[src/design/sle_pkg.sv]
`timescale 1ns / 1ps
// ----------------------------------------------------------------------------
// sle_pkg
// Shared constants, codes and types of the sequential list engine.
// ----------------------------------------------------------------------------
package sle_pkg;

  localparam int unsigned DEPTH  = 16;
  localparam int unsigned IDX_W  = $clog2(DEPTH);
  localparam int unsigned LEN_W  = $clog2(DEPTH + 1);
  localparam int unsigned DATA_W = 32;
  localparam int unsigned FUNC_W = 3;
  localparam int unsigned POS_W  = 5;
  localparam int unsigned STAT_W = 2;
  localparam int unsigned CNT_W  = 5;

  typedef logic [DATA_W-1:0] word_t;

  typedef enum logic [FUNC_W-1:0] {
    FN_INSERT  = 3'd0,
    FN_DELETE  = 3'd1,
    FN_GET     = 3'd2,
    FN_LOCATE  = 3'd3,
    FN_REVERSE = 3'd4
  } func_e;

  typedef enum logic [STAT_W-1:0] {
    STAT_OK       = 2'd0,
    STAT_BADPOS   = 2'd1,
    STAT_FULL     = 2'd2,
    STAT_NOTFOUND = 2'd3
  } status_e;

  typedef enum logic [1:0] {
    SH_HOLD   = 2'd0,
    SH_INSERT = 2'd1,
    SH_DELETE = 2'd2,
    SH_ROTATE = 2'd3
  } shift_e;

  typedef struct packed {
    shift_e           op;
    logic [IDX_W-1:0] idx;
  } shift_t;

endpackage

[src/design/sle_req_if.sv]
`timescale 1ns / 1ps
// ----------------------------------------------------------------------------
// sle_req_if
// Request channel: operation code, list position and value.
// ----------------------------------------------------------------------------
interface sle_req_if;
  logic                                valid;
  logic                                ready;
  logic [sle_pkg::FUNC_W-1:0]          func;
  logic [sle_pkg::POS_W-1:0]           position;
  logic signed [sle_pkg::DATA_W-1:0]   value;

  modport source (output valid, func, position, value, input ready);
  modport sink   (input valid, func, position, value, output ready);
endinterface

[src/design/sle_rsp_if.sv]
`timescale 1ns / 1ps
// ----------------------------------------------------------------------------
// sle_rsp_if
// Response channel: status, read data, match position and list length.
// ----------------------------------------------------------------------------
interface sle_rsp_if;
  logic                                valid;
  logic                                ready;
  logic [sle_pkg::STAT_W-1:0]          status;
  logic signed [sle_pkg::DATA_W-1:0]   data_out;
  logic [sle_pkg::CNT_W-1:0]           found_position;
  logic [sle_pkg::CNT_W-1:0]           count;

  modport source (output valid, status, data_out, found_position, count, input ready);
  modport sink   (input valid, status, data_out, found_position, count, output ready);
endinterface

[src/design/sle_cell.sv]
`timescale 1ns / 1ps
// ----------------------------------------------------------------------------
// sle_cell
// One list slot: holds an entry, shifts it to or takes it from its neighbors
// and compares it against the broadcast search value.
// ----------------------------------------------------------------------------
module sle_cell (
  input  logic                        clk_i,
  input  sle_pkg::shift_t             shift_i,
  input  logic [sle_pkg::IDX_W-1:0]   idx_i,
  input  sle_pkg::word_t              left_i,
  input  sle_pkg::word_t              right_i,
  input  sle_pkg::word_t              head_i,
  input  sle_pkg::word_t              value_i,
  output sle_pkg::word_t              data_o,
  output logic                        match_o
);

  sle_pkg::word_t data_q, data_d;

  always_comb begin
    data_d = data_q;
    case (shift_i.op)
      sle_pkg::SH_INSERT: begin
        if (idx_i == shift_i.idx) begin
          data_d = value_i;
        end else if (idx_i > shift_i.idx) begin
          data_d = left_i;
        end
      end
      sle_pkg::SH_DELETE: begin
        if (idx_i >= shift_i.idx) begin
          data_d = right_i;
        end
      end
      sle_pkg::SH_ROTATE: begin
        if (idx_i == shift_i.idx) begin
          data_d = head_i;
        end else if (idx_i < shift_i.idx) begin
          data_d = right_i;
        end
      end
      default: begin
        data_d = data_q;
      end
    endcase
  end

  always_ff @(posedge clk_i) begin
    data_q <= data_d;
  end

  assign data_o  = data_q;
  assign match_o = (data_q == value_i);

endmodule

[src/design/sle_ctrl.sv]
`timescale 1ns / 1ps
// ----------------------------------------------------------------------------
// sle_ctrl
// Sequencer: takes requests, checks positions against the length, drives
// the cell row shifts and holds the response register.
// ----------------------------------------------------------------------------
module sle_ctrl (
  input  logic                                            clk_i,
  input  logic                                            rst_ni,
  sle_req_if.sink                                         req_i,
  sle_rsp_if.source                                       rsp_o,
  input  logic [sle_pkg::DEPTH-1:0][sle_pkg::DATA_W-1:0]  cell_data_i,
  input  logic [sle_pkg::DEPTH-1:0]                       match_i,
  output sle_pkg::shift_t                                 shift_o,
  output sle_pkg::word_t                                  value_o
);

  localparam int unsigned CW = ((sle_pkg::POS_W > sle_pkg::LEN_W) ?
                                sle_pkg::POS_W : sle_pkg::LEN_W) + 1;

  typedef enum logic [4:0] {
    S_IDLE = 5'b00001,
    S_EXEC = 5'b00010,
    S_REV  = 5'b00100,
    S_FIND = 5'b01000,
    S_RESP = 5'b10000
  } state_e;

  state_e                          state_q, state_d;
  logic [sle_pkg::LEN_W-1:0]       len_q, len_d;
  logic [sle_pkg::FUNC_W-1:0]      func_q, func_d;
  logic [sle_pkg::POS_W-1:0]       pos_q, pos_d;
  sle_pkg::word_t                  value_q, value_d;
  logic [sle_pkg::IDX_W-1:0]       end_q, end_d;
  logic [sle_pkg::DEPTH-1:0]       match_q, match_d;
  sle_pkg::status_e                res_status_q, res_status_d;
  sle_pkg::word_t                  res_data_q, res_data_d;
  logic [sle_pkg::CNT_W-1:0]       res_found_q, res_found_d;
  logic                            out_valid_q, out_valid_d;
  sle_pkg::status_e                out_status_q, out_status_d;
  sle_pkg::word_t                  out_data_q, out_data_d;
  logic [sle_pkg::CNT_W-1:0]       out_found_q, out_found_d;
  logic [sle_pkg::CNT_W-1:0]       out_count_q, out_count_d;

  logic [sle_pkg::IDX_W-1:0]       slot;
  logic [CW-1:0]                   pos_ext, len_ext;
  logic [sle_pkg::DEPTH-1:0]       live;
  logic [sle_pkg::CNT_W-1:0]       first_hit;
  sle_pkg::shift_t                 shift;

  always_comb begin
    slot    = sle_pkg::IDX_W'(pos_q - 1'b1);
    pos_ext = CW'(pos_q);
    len_ext = CW'(len_q);
    for (int i = 0; i < sle_pkg::DEPTH; i++) begin
      live[i] = (sle_pkg::LEN_W'(i) < len_q);
    end
    first_hit = '0;
    for (int i = sle_pkg::DEPTH - 1; i >= 0; i--) begin
      if (match_q[i]) begin
        first_hit = sle_pkg::CNT_W'(i + 1);
      end
    end
  end

  always_comb begin
    state_d      = state_q;
    len_d        = len_q;
    func_d       = func_q;
    pos_d        = pos_q;
    value_d      = value_q;
    end_d        = end_q;
    match_d      = match_q;
    res_status_d = res_status_q;
    res_data_d   = res_data_q;
    res_found_d  = res_found_q;
    out_valid_d  = out_valid_q;
    out_status_d = out_status_q;
    out_data_d   = out_data_q;
    out_found_d  = out_found_q;
    out_count_d  = out_count_q;
    shift        = '{op: sle_pkg::SH_HOLD, idx: '0};

    if (rsp_o.ready) begin
      out_valid_d = 1'b0;
    end

    case (state_q)
      S_IDLE: begin
        if (req_i.valid) begin
          func_d  = req_i.func;
          pos_d   = req_i.position;
          value_d = sle_pkg::word_t'(req_i.value);
          state_d = S_EXEC;
        end
      end
      S_EXEC: begin
        res_status_d = sle_pkg::STAT_OK;
        res_data_d   = '0;
        res_found_d  = '0;
        state_d      = S_RESP;
        case (sle_pkg::func_e'(func_q))
          sle_pkg::FN_INSERT: begin
            if (pos_q == '0 || pos_ext > len_ext + 1'b1) begin
              res_status_d = sle_pkg::STAT_BADPOS;
            end else if (len_ext == CW'(sle_pkg::DEPTH)) begin
              res_status_d = sle_pkg::STAT_FULL;
            end else begin
              shift = '{op: sle_pkg::SH_INSERT, idx: slot};
              len_d = sle_pkg::LEN_W'(len_q + 1'b1);
            end
          end
          sle_pkg::FN_DELETE: begin
            if (pos_q == '0 || pos_ext > len_ext) begin
              res_status_d = sle_pkg::STAT_BADPOS;
            end else begin
              res_data_d = cell_data_i[slot];
              shift      = '{op: sle_pkg::SH_DELETE, idx: slot};
              len_d      = sle_pkg::LEN_W'(len_q - 1'b1);
            end
          end
          sle_pkg::FN_GET: begin
            if (pos_q == '0 || pos_ext > len_ext) begin
              res_status_d = sle_pkg::STAT_BADPOS;
            end else begin
              res_data_d = cell_data_i[slot];
            end
          end
          sle_pkg::FN_LOCATE: begin
            match_d = match_i & live;
            state_d = S_FIND;
          end
          sle_pkg::FN_REVERSE: begin
            if (len_ext >= CW'(2)) begin
              end_d   = sle_pkg::IDX_W'(len_q - 1'b1);
              state_d = S_REV;
            end
          end
          default: begin
            res_status_d = sle_pkg::STAT_OK;
          end
        endcase
      end
      S_REV: begin
        // move the head entry behind the shrinking tail
        shift = '{op: sle_pkg::SH_ROTATE, idx: end_q};
        end_d = end_q - 1'b1;
        if (end_q == sle_pkg::IDX_W'(1)) begin
          state_d = S_RESP;
        end
      end
      S_FIND: begin
        if (first_hit == '0) begin
          res_status_d = sle_pkg::STAT_NOTFOUND;
        end else begin
          res_found_d = first_hit;
        end
        state_d = S_RESP;
      end
      S_RESP: begin
        if (!out_valid_q || rsp_o.ready) begin
          out_valid_d  = 1'b1;
          out_status_d = res_status_q;
          out_data_d   = res_data_q;
          out_found_d  = res_found_q;
          out_count_d  = sle_pkg::CNT_W'(len_q);
          state_d      = S_IDLE;
        end
      end
      default: begin
        state_d = S_IDLE;
      end
    endcase
  end

  always_ff @(posedge clk_i or negedge rst_ni) begin
    if (!rst_ni) begin
      state_q     <= S_IDLE;
      len_q       <= '0;
      out_valid_q <= 1'b0;
    end else begin
      state_q     <= state_d;
      len_q       <= len_d;
      out_valid_q <= out_valid_d;
    end
  end

  always_ff @(posedge clk_i) begin
    func_q       <= func_d;
    pos_q        <= pos_d;
    value_q      <= value_d;
    end_q        <= end_d;
    match_q      <= match_d;
    res_status_q <= res_status_d;
    res_data_q   <= res_data_d;
    res_found_q  <= res_found_d;
    out_status_q <= out_status_d;
    out_data_q   <= out_data_d;
    out_found_q  <= out_found_d;
    out_count_q  <= out_count_d;
  end

  assign req_i.ready          = (state_q == S_IDLE);
  assign rsp_o.valid          = out_valid_q;
  assign rsp_o.status         = out_status_q;
  assign rsp_o.data_out       = $signed(out_data_q);
  assign rsp_o.found_position = out_found_q;
  assign rsp_o.count          = out_count_q;
  assign shift_o              = shift;
  assign value_o              = value_q;

endmodule

[src/design/sequential_list_engine_unit.sv]
`timescale 1ns / 1ps
// ----------------------------------------------------------------------------
// sequential_list_engine_unit
// Ordered list of signed words held in a row of cells, with insert, delete,
// get, locate and reverse requests.
// ----------------------------------------------------------------------------
// Insert, delete, get and unused codes pass the sequencer states EXEC and
//   RESP; locate passes EXEC, FIND and RESP, and a reverse of two or more
//   entries loops in REV between EXEC and RESP. A request is taken the cycle
//   after its predecessor's response is registered, and none while another
//   is in flight; a stalled response holds the sequencer until it is taken.
// Reset clears the length, the sequencer and the response valid; cell contents
//   are not reset.
module sequential_list_engine_unit (
  input  logic       clk_i,
  input  logic       rst_ni,
  sle_req_if.sink    req_i,
  sle_rsp_if.source  rsp_o
);

  logic [sle_pkg::DEPTH-1:0][sle_pkg::DATA_W-1:0] cell_data;
  logic [sle_pkg::DEPTH-1:0]                      match;
  sle_pkg::shift_t                                shift;
  sle_pkg::word_t                                 value;

  sle_ctrl u_ctrl (
    .clk_i       (clk_i),
    .rst_ni      (rst_ni),
    .req_i       (req_i),
    .rsp_o       (rsp_o),
    .cell_data_i (cell_data),
    .match_i     (match),
    .shift_o     (shift),
    .value_o     (value)
  );

  for (genvar g = 0; g < sle_pkg::DEPTH; g++) begin : g_cell
    sle_pkg::word_t left, right;

    if (g == 0) begin : g_first
      assign left = '0;
    end else begin : g_mid_l
      assign left = cell_data[g-1];
    end

    if (g == sle_pkg::DEPTH - 1) begin : g_last
      assign right = cell_data[g];
    end else begin : g_mid_r
      assign right = cell_data[g+1];
    end

    sle_cell u_cell (
      .clk_i   (clk_i),
      .shift_i (shift),
      .idx_i   (sle_pkg::IDX_W'(g)),
      .left_i  (left),
      .right_i (right),
      .head_i  (cell_data[0]),
      .value_i (value),
      .data_o  (cell_data[g]),
      .match_o (match[g])
    );
  end

endmodule

[src/flat_wrapper.sv]
// flat-port wrapper written by rule: the top's interface ports become plain ports
module sequential_list_engine_unit_flat 
  (clk_i, rst_ni, req_i_valid, req_i_func, req_i_position, req_i_value, req_i_ready, rsp_o_valid, rsp_o_status, rsp_o_data_out, rsp_o_found_position, rsp_o_count, rsp_o_ready);
  sle_req_if req_i_i ();
  sle_rsp_if rsp_o_i ();
  input  logic clk_i;
  input  logic rst_ni;
  input wire logic [$bits(req_i_i.valid)-1:0] req_i_valid;
  input wire logic [$bits(req_i_i.func)-1:0] req_i_func;
  input wire logic [$bits(req_i_i.position)-1:0] req_i_position;
  input wire logic [$bits(req_i_i.value)-1:0] req_i_value;
  output wire logic [$bits(req_i_i.ready)-1:0] req_i_ready;
  output wire logic [$bits(rsp_o_i.valid)-1:0] rsp_o_valid;
  output wire logic [$bits(rsp_o_i.status)-1:0] rsp_o_status;
  output wire logic [$bits(rsp_o_i.data_out)-1:0] rsp_o_data_out;
  output wire logic [$bits(rsp_o_i.found_position)-1:0] rsp_o_found_position;
  output wire logic [$bits(rsp_o_i.count)-1:0] rsp_o_count;
  input wire logic [$bits(rsp_o_i.ready)-1:0] rsp_o_ready;
  assign req_i_i.valid = req_i_valid;
  assign req_i_i.func = req_i_func;
  assign req_i_i.position = req_i_position;
  assign req_i_i.value = req_i_value;
  assign req_i_ready = req_i_i.ready;
  assign rsp_o_valid = rsp_o_i.valid;
  assign rsp_o_status = rsp_o_i.status;
  assign rsp_o_data_out = rsp_o_i.data_out;
  assign rsp_o_found_position = rsp_o_i.found_position;
  assign rsp_o_count = rsp_o_i.count;
  assign rsp_o_i.ready = rsp_o_ready;
  sequential_list_engine_unit u_core (.clk_i(clk_i), .rst_ni(rst_ni), .req_i(req_i_i), .rsp_o(rsp_o_i));
endmodule
[config.mk]
export PLATFORM = sky130hd
export DESIGN_NAME = sequential_list_engine_unit_flat
export DESIGN_NICKNAME = d
export VERILOG_FILES = /design/src/design/sle_pkg.sv /design/src/design/sle_req_if.sv /design/src/design/sle_rsp_if.sv /design/src/design/sle_cell.sv /design/src/design/sle_ctrl.sv /design/src/design/sequential_list_engine_unit.sv /design/src/flat_wrapper.sv
export SDC_FILE = /design/constraint.sdc
export NUM_CORES = 2
export LEC_CHECK = 0
export BUFFER_PORTS_ARGS = -buffer_cell sky130_fd_sc_hd__clkbuf_2
export CORE_MARGIN = 5
export CORE_UTILIZATION = 58
export CTS_CLUSTER_SIZE = 25
export DETAILED_ROUTE_END_ITERATION = 10
export PLACE_DENSITY_LB_ADDON = 0.2
export SLEW_MARGIN = 20
export SYNTH_ARGS = -nofsm -noshare
export SYNTH_HDL_FRONTEND = slang
export SYNTH_SLANG_ARGS = --single-unit
[constraint.sdc]
create_clock -name clk_i -period 6.2 [get_ports clk_i]
set_clock_uncertainty 0.05 [all_clocks]
set_input_delay 0.93 -clock clk_i [delete_from_list [all_inputs] [get_ports clk_i]]
set_output_delay 0.93 -clock clk_i [all_outputs]
set_load 0.1 [all_outputs]
==> metrics.cfg <==
[floorplanning]
io_pins = 90
fp.coreArea_um2 = 70300
dieHeight_um = 277
fp.dieArea_um2 = 76600
dieWidth_um = 277
num_rows = 97
start_util = 0.588

[global_route]
track_usage = 0.456
grt_pass1_vias = 32700
met2_usage = 0.617
grt.busiest_layer = met2
grt_overflow = 0
grt_pass1_wl_um = 253000
grt_start_max_net_pins = 203
grt_use_met3 = 0.204
met1_usage = 0.602
antenna_found_initial = 20

[placement]
dp.cells = 4312
placed_cell_area_um2 = 42900
port_buffers = 89
hpwl_um = 127000
gp_congestion = 1.16

[yosys]
ys_warn_count = 0
syn_inst = 3493
synthArstFlopShare = 0.0165
synth_seq_cells = 666
syn_avg_cell_area_um2 = 11.8
synth_edf_count = 655
ys_seq_area_frac = 0.483
ys.flop_type = edfxtp_1
synth.distinct_cells = 80
syn_area_um2 = 41300
syn_nets = 3554

[sta]
finalHoldViolations = 0
fin_setup_tns_ps = 0
grt_setup_unrepaired = false
fin_crit_sh = 0.858
tightestPinTransition_ps = 1200
fmax_ghz = 0.188
fin_crit_ps = 5320
slew_headroom = 0.191
slew_viol_final = 0
setup_violations = 0

[layout]
area_growth_pct = 10.1
seq_area_um2 = 19900
multi_input_area_um2 = 20300
stdcell_count = 4454
drive_above_1_share = 0.151
nets = 3512
nFillCells = 5327
final_cell_area_um2 = 45500

[route]
dr.pass1.iters = 9
dr.first_iter.drc_count = 7833
drtAntennaViolNets = 0
drc_errors = 0
vias_per_cell = 7.98
wl_per_cell_um = 40.9
wl_um = 182000
dr_total_vias = 35500

[critical_path]
path_max_fanout = 18
r2r_cells = 13
cp_data_required_time_ps = 6450
slowest_stage = a31oi_4
crit_path_max_incr_delay_ps = 690
rr_endpoint = u_core.g_cell[2].u_cell.data_o[6]
cp.arrival_ps = 5570
critical_path.startpoint_type = register
path_cells = ha_1 -> nand3_1 -> xnor2_1 -> ha_1 -> and3_1 -> and3_1 -> a221oi_2 -> o32a_1 -> o21ai_2 -> nor2_1 -> nor2_1 -> a31oi_4 -> buf_4
path_class = reg -> reg
regToRegSetupSlack_ps = 880
r2r-start = u_core.u_ctrl.len_q[0]
crit_path_end_kind = register

[cts]
path_clk_slew_ps = 60
clock-root-buffer = clkbuf_16
holdBufCountCts = 0
clk_latency_ps = 650
cts_sinks = 666
cts_setup_buffers = 0
cts_buffers = 76
h-tree-depth = 3
ctsResizeCount = 0
cts_tree = done
cts_buffer_depth = 3

[pwr]
leakagePower_nw = 16.2
irDropWorstVdd_mv = 0.253
powerDensity_nw_per_um2 = 335

[worst_hold_path]
hold_path.class = in -> async

[run_status]
outcome = finished, final reports clean

[run]
maxCapViolations = 0

-- metal layers --
metal	vias up	share of wire
met1	17300	0.34
met3	691	0.18
li1	13600	-
met5	-	0.00033
met4	10	0.082
met2	3940	0.40
-- registers in the layout, summed over array words and instances (netlist names) --
name                                flops
u_core.u_ctrl.rsp_o.count               5
u_core.u_ctrl.state_q                   5
u_core.u_ctrl.rsp_o.status              2
u_core.u_ctrl.pos_q                     5
u_core.u_ctrl.res_data_q               32
u_core.u_ctrl.match_q                  16
u_core.u_ctrl.rsp_o.data_out           32
u_core.u_ctrl.res_found_q               5
u_core.u_ctrl.func_q                    3
u_core.g_cell.u_cell.data_o           512
u_core.u_ctrl.res_status_q              2
u_core.u_ctrl.end_q                     4
u_core.u_ctrl.rsp_o.valid               1
u_core.u_ctrl.len_q                     5
u_core.u_ctrl.rsp_o.found_position      5
u_core.u_ctrl.value_o                  32
-- kinds of logic after synthesis --
family / Yosys count / share of synthesized area
AND/OR/NAND/NOR: 1048 / 0.124
AO/OA/AOI/OAI: 673 / 0.144
flip-flops: 666 / 0.483
XOR/XNOR: 526 / 0.112
buffers and inverters: 367 / 0.0362
multiplexers: 196 / 0.0960
adder cells (fa/ha/maj): 17 / 0.00515
-- synth_stat cells, drive strengths merged (57+ instances only) --
master  number  area [µm²]
buf        150         681
nor4        75         469
mux4       160        3600
clkbuf     169         634
nand3       57         285
edfxtp     655       19700
and3       165        1030
a221o      384        3840
nand4       82         513
nand2      301        1130
o21ai       64         328
nor2       261         982
xnor2      323        2830
xor2       203        1780
-- per-stage QoR --
stage	hold WS [ps]	setup slack, ps	power (mW)	utilization
after global routing	153	790	15.4	0.647
after floorplan	350	269	8.35	-
after CTS	128	1060	14.9	0.646
after detailed placement	355	1110	10.3	0.611
final	132	883	15.2	0.647
after global placement	351	1120	10.2	0.610
-- cells in the final DEF, fill, tap and decap left out, types with 23 or more instances in the layout --
cell type / instances
xor2_1: 201
nor2b_1: 37
inv_1: 47
a221o_1: 384
nand4_1: 82
nor2_1: 254
o21ai_0: 56
o211ai_1: 33
a22o_1: 32
nor4_1: 72
clkbuf_2: 89
clkbuf_16: 80
nand3_1: 57
edfxtp_1: 655
mux4_2: 160
mux2i_1: 36
a21boi_0: 33
buf_4: 104
xnor2_1: 323
and3_1: 165
a21oi_1: 23
nand2_1: 298
o221ai_1: 32
-- power by group --
part	switching, mW	leakage (nW)	internal, mW	total (mW)
registers	0.327	6.09	5.26	5.59
logic	3.29	8.89	1.62	4.92
clock network	1.98	1.22	2.73	4.71
total	5.60	16.2	9.61	15.2
-- layout make-up --
| class | instances | share of cell area |
|---|---|---|
| Multi-Input combinational cell | 2460 | 0.446 |
| Sequential cell | 666 | 0.439 |
| Clock buffer | 97 | 0.0454 |
| Timing Repair Buffer | 199 | 0.0299 |
| Tap cell | 940 | 0.0259 |
| Clock inverter | 38 | 0.00952 |
| Inverter | 48 | 0.00396 |
| Antenna cell | 6 | 0.000330 |
-- worst max path at each step --
stage                                 from                                end  slack (ps)  depth (start not counted)
floorplan           u_core.u_ctrl.len_q[2]  u_core.g_cell[5].u_cell.data_o[0]         270                         15
global placement    u_core.u_ctrl.len_q[0]  u_core.g_cell[2].u_cell.data_o[8]        1120                         13
detailed placement  u_core.u_ctrl.len_q[0]  u_core.g_cell[2].u_cell.data_o[8]        1110                         13
CTS                 u_core.u_ctrl.len_q[0]  u_core.g_cell[2].u_cell.data_o[3]        1060                         13
global route        u_core.u_ctrl.len_q[0]  u_core.g_cell[2].u_cell.data_o[4]         790                         13
finish              u_core.u_ctrl.len_q[0]  u_core.g_cell[2].u_cell.data_o[6]         880                         13
-- worst max-delay path, delay by kind of cell, from the launching register on --
| family | cells | cell delay [ps] |
|---|---|---|
| compound gates | 4 | 2160 |
| xor+xnor | 1 | 230 |
| fa+ha+maj | 2 | 560 |
| buf+inv | 1 | 430 |
| flops | 1 | 640 |
| simple gates | 5 | 870 |
(Power assumes the default switching activity.)
